[src/rtl/plt_pkg.sv]
// shared types, codes and constants for the piecewise linear time table
`timescale 1ns / 1ps

package plt_pkg;

    // fixed field widths of the item and result beats
    localparam int TIME_W     = 32;
    localparam int VAL_W      = 32;
    localparam int SEG_W      = 8;
    localparam int CMD_W      = 2;
    localparam int MAX_COMP   = 3;

    // defaults for the top level parameters
    localparam int DEF_DEPTH  = 256;
    localparam int DEF_COMP   = 3;

    // product of a value step (one bit wider than a value) and a time offset
    localparam int PROD_W     = VAL_W + 1 + TIME_W;
    localparam int DCNT_W     = $clog2(PROD_W);

    // command codes
    localparam logic [CMD_W-1:0] CMD_APPEND = 2'd0;
    localparam logic [CMD_W-1:0] CMD_CLEAR  = 2'd1;
    localparam logic [CMD_W-1:0] CMD_QUERY  = 2'd2;

    // commands from the controller to the datapath
    typedef struct packed {
        logic append;
        logic clear;
        logic start_q;
        logic time_rd;
        logic time_cmp;
        logic val_rd;
        logic v0_cap;
        logic v1_cap;
        logic mul;
        logic div;
        logic acc;
        logic load_out;
    } t_dp_cmd;

    // status from the datapath to the controller
    typedef struct packed {
        logic count_zero;
        logic scan_hit;
        logic scan_last;
        logic held;
        logic div_last;
        logic comp_last;
        logic out_free;
    } t_dp_sts;

endpackage

[src/rtl/plt_ctrl.sv]
// controller state machine sequencing append, clear and query beats
`timescale 1ns / 1ps

module plt_ctrl
    import plt_pkg::*;
(
    input  logic             i_clk,
    input  logic             i_rst_n,
    input  logic             i_in_valid,
    input  logic [CMD_W-1:0] i_command,
    input  logic             i_enable,
    output logic             o_in_stall,
    input  t_dp_sts          i_sts,
    output t_dp_cmd          o_cmd
);

    localparam logic [3:0] S_IDLE  = 4'd0;
    localparam logic [3:0] S_TRD   = 4'd1;
    localparam logic [3:0] S_TCMP  = 4'd2;
    localparam logic [3:0] S_VRD   = 4'd3;
    localparam logic [3:0] S_V0CAP = 4'd4;
    localparam logic [3:0] S_V1CAP = 4'd5;
    localparam logic [3:0] S_MUL   = 4'd6;
    localparam logic [3:0] S_DIV   = 4'd7;
    localparam logic [3:0] S_ACC   = 4'd8;
    localparam logic [3:0] S_OUTW  = 4'd9;

    logic [3:0] r_state;
    logic [3:0] n_state;
    logic       in_acc;

    assign o_in_stall = (r_state != S_IDLE);
    assign in_acc     = i_in_valid && (r_state == S_IDLE);

    // next state and datapath commands
    always_comb begin
        n_state = r_state;
        o_cmd   = '0;
        unique case (r_state)
            S_IDLE: begin
                if (in_acc) begin
                    o_cmd.append = (i_command == CMD_APPEND);
                    o_cmd.clear  = (i_command == CMD_CLEAR);
                    if (i_command == CMD_QUERY && i_enable && !i_sts.count_zero) begin
                        o_cmd.start_q = 1'b1;
                        n_state       = S_TRD;
                    end
                end
            end
            S_TRD: begin
                o_cmd.time_rd = 1'b1;
                n_state       = S_TCMP;
            end
            S_TCMP: begin
                o_cmd.time_cmp = 1'b1;
                n_state = (i_sts.scan_hit || i_sts.scan_last) ? S_VRD : S_TRD;
            end
            S_VRD: begin
                o_cmd.val_rd = 1'b1;
                n_state      = S_V0CAP;
            end
            S_V0CAP: begin
                o_cmd.v0_cap = 1'b1;
                n_state      = i_sts.held ? S_OUTW : S_V1CAP;
            end
            S_V1CAP: begin
                o_cmd.v1_cap = 1'b1;
                n_state      = S_MUL;
            end
            S_MUL: begin
                o_cmd.mul = 1'b1;
                n_state   = S_DIV;
            end
            S_DIV: begin
                o_cmd.div = 1'b1;
                if (i_sts.div_last) begin
                    n_state = S_ACC;
                end
            end
            S_ACC: begin
                o_cmd.acc = 1'b1;
                n_state   = i_sts.comp_last ? S_OUTW : S_MUL;
            end
            S_OUTW: begin
                if (i_sts.out_free) begin
                    o_cmd.load_out = 1'b1;
                    n_state        = S_IDLE;
                end
            end
            default: begin
                n_state = S_IDLE;
            end
        endcase
    end

    // state register
    always_ff @(posedge i_clk) begin
        if (!i_rst_n) begin
            r_state <= S_IDLE;
        end else begin
            r_state <= n_state;
        end
    end

endmodule

[config.mk]
export PLATFORM = sky130hd
export DESIGN_NAME = plt_ctrl
export DESIGN_NICKNAME = d
export VERILOG_FILES = /design/src/rtl/plt_pkg.sv /design/src/rtl/plt_ctrl.sv
export SDC_FILE = /design/constraint.sdc
export NUM_CORES = 1
export LEC_CHECK = 0
export BUFFER_PORTS_ARGS = -buffer_cell sky130_fd_sc_hd__buf_2
export CAP_MARGIN = 40
export CORE_AREA = 2 2 39 41
export DETAILED_ROUTE_END_ITERATION = 10
export DIE_AREA = 0 0 41 43
export PLACE_DENSITY = 0.66
export RECOVER_POWER = 25
export SYNTH_ARGS = -nofsm -noshare
export SYNTH_HDL_FRONTEND = slang
export SYNTH_SLANG_ARGS = --single-unit
[constraint.sdc]
create_clock -name i_clk -period 1.9 [get_ports i_clk]
set_clock_uncertainty 0.05 [all_clocks]
set_input_delay 0.095 -clock i_clk [delete_from_list [all_inputs] [get_ports i_clk]]
set_output_delay 0.095 -clock i_clk [all_outputs]
set_load 0.01 [all_outputs]
==> results_dict.tcl, run 1 <==
set metrics [dict create \
    outcome "completed" \
    regArea_um2 82.58 \
    grt_max_degree 13 \
    synth_area_um2 402.9 \
    cts_setup_buffers 0 \
    grt.total_usage 0.1401 \
    drt.antenna.violating_nets 0 \
    n_antenna_cell 0 \
    syn_inst 58 \
    clock_path_buffers 2 \
    synth.avg_cell_area_um2 6.946 \
    tightest_slew_ns 0.5014 \
    grt_overflow 0 \
    cts_sinks 4 \
    multi_input_area_um2 302.8 \
    grt_antenna_before_repair 0 \
    critical_path_arrival_ns 1.62 \
    ys_seq_elements 4 \
    hold_violations 0 \
    num_rows 14 \
    cp-end-kind "primary output" \
    crit_required_ns 1.75 \
    yosysWarnings 0 \
    drive_above_1_share 0.3571 \
    fill_cells 159 \
    p_leak_nw 0.2735 \
    largest-register "r_state" \
    p_seq_frac 0.335 \
    final_util 0.4105 \
    cts_resized 0 \
    grt_pass1_wl_um 1662 \
    cp_max_fo 11 \
    cts.clk_slew.worst_paths_ns 0.04 \
    top_regs "r_state x4" \
    routed_wl_um 1114 \
    die-area_um2 1763 \
    synth_top_cell_area_share 0.1988 \
    ios 26 \
    hold_path_class "in2reg" \
    synth.area.top_cells "dfxtp_1 (20%), nand2b_1 (11%), nor3_1 (8.7%), nor2b_1 (6.2%), nor2_1 (5.6%)" \
    p_comb_frac 0.333 \
    port_buffers 25 \
    p_per_area_nw_per_um2 571.9 \
    core_area_um2 1384 \
    holdBufCountCts 0 \
    setup_viol 0 \
    hpwl_um 816.7 \
    syn-num-nets 71 \
    cts_max_level 1 \
    clockPowerShare 0.332 \
    avgViaCountPerCell 5.120 \
    slew_violations 0 \
    floorplan.initialDensity 0.2911 \
    finalNetCount 99 \
    clk_latency_ns 0.24 \
    tritoncts.num_buffers 3 \
    die_h_um 43 \
    largest_reg_flops 4 \
    ir_drop_mv 0.2246 \
    area_growth_pct 40.99 \
    die_w_um 41 \
    sw_frac_of_total 0.3287 \
    grt_pass1_vias 425 \
    max_freq_mhz 567.6 \
    rsz0062_at_grt "false" \
    remaining_drc_errors 0 \
    relSlewSlack 0.6610 \
    tns_ns 0 \
    vias 512 \
    seq_area_frac_synth 0.1988 \
    maxCapViolCount 0 \
    drt-initial-drc-count 8 \
    cp-start-kind "register" \
    fin_crit_sh 0.9273 \
    cts_tree "done" \
    clock-root-buffer "clkbuf_4" \
    yosysTopAreaCell "dfxtp_1" \
    p_switching_mw 0.1068 \
    wire_per_inst_um 11.14 \
    synth_cell_types 26 \
    min_period_ns 1.762 \
    critical_path_class "reg2out" \
    p_int_mw 0.2181 \
    first_pass_iters 4 \
    place_congestion 0.7905 \
]
-- critical path, cell delays in order, from the launching register on --
cell	delay, ns
dfxtp_2	0.37
or4_4	0.51
nor3b_1	0.23
nor2b_1	0.14
buf_2	0.13
-- layout by cell type, fill, tap and decap left out, types with 2 or more instances in the layout --
cell type	instances
dfxtp_1	2
buf_4	2
buf_2	22
nand2_1	4
clkbuf_1	3
a211oi_1	2
nor3_1	7
clkbuf_4	3
nand2b_1	7
a21oi_1	3
nor2_1	6
dfxtp_2	2
nor2b_1	4
o21a_1	2
-- final cells by class --
type,count,area share
clock buffers,3,0.03965
inverters,1,0.006608
multi-input cells,49,0.5330
flip-flops and latches,4,0.1454
well taps,16,0.03524
repair buffers,27,0.2401
-- final timing paths --
path	from	to	slack [ns]	cells past startpoint
min reg2reg	r_state[0]	r_state[0]	0.59	1
max	r_state[0]	o_cmd[11]	0.14	4
max reg2reg	r_state[0]	r_state[3]	0.31	4
min	i_rst_n	r_state[1]	0.08	2
-- logic make-up after synthesis --
family | Yosys count | synth area share
flip-flops | 4 | 0.1988
buffers and inverters | 5 | 0.04967
AO/OA/AOI/OAI | 16 | 0.2950
AND/OR/NAND/NOR | 33 | 0.4565
-- synthesized netlist by cell type, drive strengths merged --
cell type  number
a211oi          2
a21o            1
a21oi           3
a2bb2oi         1
a32o            1
and2            1
buf             1
clkbuf          3
dfxtp           4
inv             1
nand2           4
nand2b          7
nand4b          1
nor2            6
nor2b           4
nor3            7
nor3b           1
nor4b           1
o21a            2
o21ai           2
o21ba           1
o21bai          1
o221a           1
o32ai           1
or4             1
-- metrics by stage --
step           std cells  worst slack, ns  power, mW  cell area, um^2  hold slack [ns]
6_report             100           0.1381     0.3248            568.0          0.08131
4_1_cts              100          0.07085     0.3276            569.3          0.07632
3_3_place_gp          97           0.3093     0.2151            546.8           0.3146
3_5_place_dp          97           0.2567     0.2178            546.8           0.3188
2_1_floorplan         58           0.3320     0.1787            402.9           0.1625
5_1_grt              100          0.02605     0.3564            568.0          0.07409
-- routing by layer --
layer / global-route usage / part of all wire / vias to the layer above / wire, um
met5: 0 / 0 / - / 0
met4: 0.1000 / 0.013 / 0 / 15
met3: 0.03665 / 0.083 / 2 / 92
met2: 0.2219 / 0.45 / 27 / 505
met1: 0.1497 / 0.45 / 220 / 500
li1: - / - / 263 / -
-- power by group through the flow --
stage | Combinational [mW] | Sequential (mW) | Clock [mW]
floorplan | 0.0841 | 0.0946 | 0
global placement | 0.108 | 0.107 | 0
detailed placement | 0.109 | 0.108 | 0
CTS | 0.110 | 0.107 | 0.111
global route | 0.122 | 0.111 | 0.124
finish | 0.108 | 0.109 | 0.108
Power figures use the tool's default switching activity.
==> run 2: changes to the inputs <==
--- a/config.mk
+++ b/config.mk
@@ -10,7 +10,6 @@
 export CORE_AREA = 2 2 39 41
 export DETAILED_ROUTE_END_ITERATION = 10
 export DIE_AREA = 0 0 41 43
-export PLACE_DENSITY = 0.66
 export RECOVER_POWER = 25
 export SYNTH_ARGS = -nofsm -noshare
 export SYNTH_HDL_FRONTEND = slang
==> run 2 against run 1 <==
  * Cell count stayed put
  * Clock-buffer cell count unchanged
  * Die area did not move
  * Setup slack lost 0.049 ns
==> results_dict.tcl, run 2 (synthesized netlist as in run 1, its figures left out) <==
set metrics [dict create \
    outcome "completed" \
    fill_cells 149 \
    tritoncts.num_buffers 3 \
    floorplan.initialDensity 0.2911 \
    cp-endpoint "o_cmd[1]" \
    grt_max_degree 13 \
    r2r_slack_ns 0.19 \
    n_antenna_cell 0 \
    fin_cells 100 \
    core_area_um2 1384 \
    grt_pass1_wl_um 1559 \
    holdBufCountCts 0 \
    critPathMaxStageDelay_ns 0.52 \
    relSlewSlack 0.6298 \
    critical_path_arrival_ns 1.67 \
    drt-initial-drc-count 16 \
    grt_antenna_before_repair 0 \
    vias 514 \
    cts_tree "done" \
    routed_wl_um 1067 \
    critPathLaunch "r_state[3]" \
    largest_reg_flops 4 \
    crit_required_ns 1.75 \
    crit_buf_inv 2 \
    first_pass_iters 4 \
    stdcell_area_um2 566.8 \
    setup_viol 0 \
    cp_max_fo 11 \
    ios 26 \
    hpwl_um 805.8 \
    fin_hold_ws_ns 0.06987 \
    final_cell_mix "buf_2 (22), nand2b_1 (7), nor3_1 (7), nor2_1 (6)" \
    maxCapViolCount 0 \
    slew_violations 0 \
    hold_violations 0 \
    crit_chain "clkbuf_1 -> nor4b_1 -> buf_2" \
    fin_crit_sh 0.9533 \
    die_w_um 41 \
    min_period_ns 1.811 \
    max_freq_mhz 552.1 \
    worst_path_max_delay_cell "nor4b_1" \
    cts_sinks 4 \
    cts_max_level 1 \
    remaining_drc_errors 0 \
    place_congestion 0.8152 \
    cp-end-kind "primary output" \
    grt_overflow 0 \
    r2r_cells 5 \
    num_rows 14 \
    path_delay_family "buffers and inverters" \
    totalPowerFinal_mw 0.3255 \
    cp-start-kind "register" \
    tns_ns 0 \
    cts.clk_slew.worst_paths_ns 0.04 \
    clock_path_buffers 2 \
    die_h_um 43 \
    grt.total_usage 0.1284 \
    tightest_slew_ns 0.5475 \
    critical_path_class "reg2out" \
    placed_area_um2 546.8 \
    ir_drop_mv 0.2953 \
    timing.rr.end "r_state[2]" \
    p_per_area_nw_per_um2 574.4 \
    holdPathStages 2 \
    area_growth_pct 40.68 \
    finalNetCount 99 \
    cts_setup_buffers 0 \
    avgViaCountPerCell 5.140 \
    drt.antenna.violating_nets 0 \
    drive_above_1_share 0.3333 \
    clock-root-buffer "clkbuf_4" \
    final_common_cell "buf_2" \
    die-area_um2 1763 \
    port_buffers 25 \
    hold_path_class "in2reg" \
    cp.depth 3 \
    p_leak_nw 0.2706 \
    r2r-start "r_state[3]" \
    wire_per_inst_um 10.67 \
    grt_pass1_vias 397 \
    largest-register "r_state" \
    clk_latency_ns 0.24 \
    top_regs "r_state x4" \
    cts_resized 0 \
    dpl.cell_count 97 \
]
## run 2: changes by cell type in the layout (fill, tap and decap cells not counted)
cell / previous run / this run
nor3b_2: 0 / 1
dfxtp_1: 2 / 4
clkbuf_1: 3 / 4
nor3b_1: 1 / 0
buf_4: 2 / 1
dfxtp_2: 2 / 0
## run 2: worst min path at each step
stage                     slack [ns]         end    start
after floorplan                 0.16  r_state[2]  i_rst_n
after global placement          0.32  r_state[1]  i_rst_n
after detailed placement        0.31  r_state[1]  i_rst_n
after CTS                       0.07  r_state[1]  i_rst_n
after global routing            0.09  r_state[1]  i_rst_n
final                           0.07  r_state[1]  i_rst_n
## run 2: layout make-up
class / instances / area (um^2) / area share
Multi-Input combinational cell: 49 / 307.8 / 0.5430
Timing Repair Buffer: 27 / 132.6 / 0.2340
Sequential cell: 4 / 80.08 / 0.1413
Clock buffer: 3 / 22.52 / 0.03974
Tap cell: 16 / 20.02 / 0.03532
Inverter: 1 / 3.754 / 0.006623
## run 2: power by group
| part | internal [mW] | switching, mW |
|---|---|---|
| clock | 0.0709 | 0.0389 |
| combinational | 0.0561 | 0.0528 |
| sequential | 0.0906 | 0.0161 |
| total | 0.218 | 0.108 |
## run 2: worst register-to-register path, cell delays in order (launching register included)
cell and delay, ns:
dfxtp_1 0.32, clkbuf_1 0.34, nor4b_1 0.52, nand2b_1 0.12, o21ai_1 0.13, o21a_1 0.15
## run 2: metal layers
metal,track usage,part of all wire
met5,0,0
met4,0.08000,0.018
met3,0.01571,0.079
met2,0.1813,0.44
met1,0.1763,0.46
## run 2: through the flow
| stage | setup slack [ns] | utilization |
|---|---|---|
| 2_1_floorplan | 0.3320 | - |
| 3_3_place_gp | 0.3047 | 0.3951 |
| 3_5_place_dp | 0.2858 | 0.3951 |
| 4_1_cts | 0.08171 | 0.4114 |
| 5_1_grt | -0.01809 | 0.4096 |
| 6_report | 0.08878 | 0.4096 |
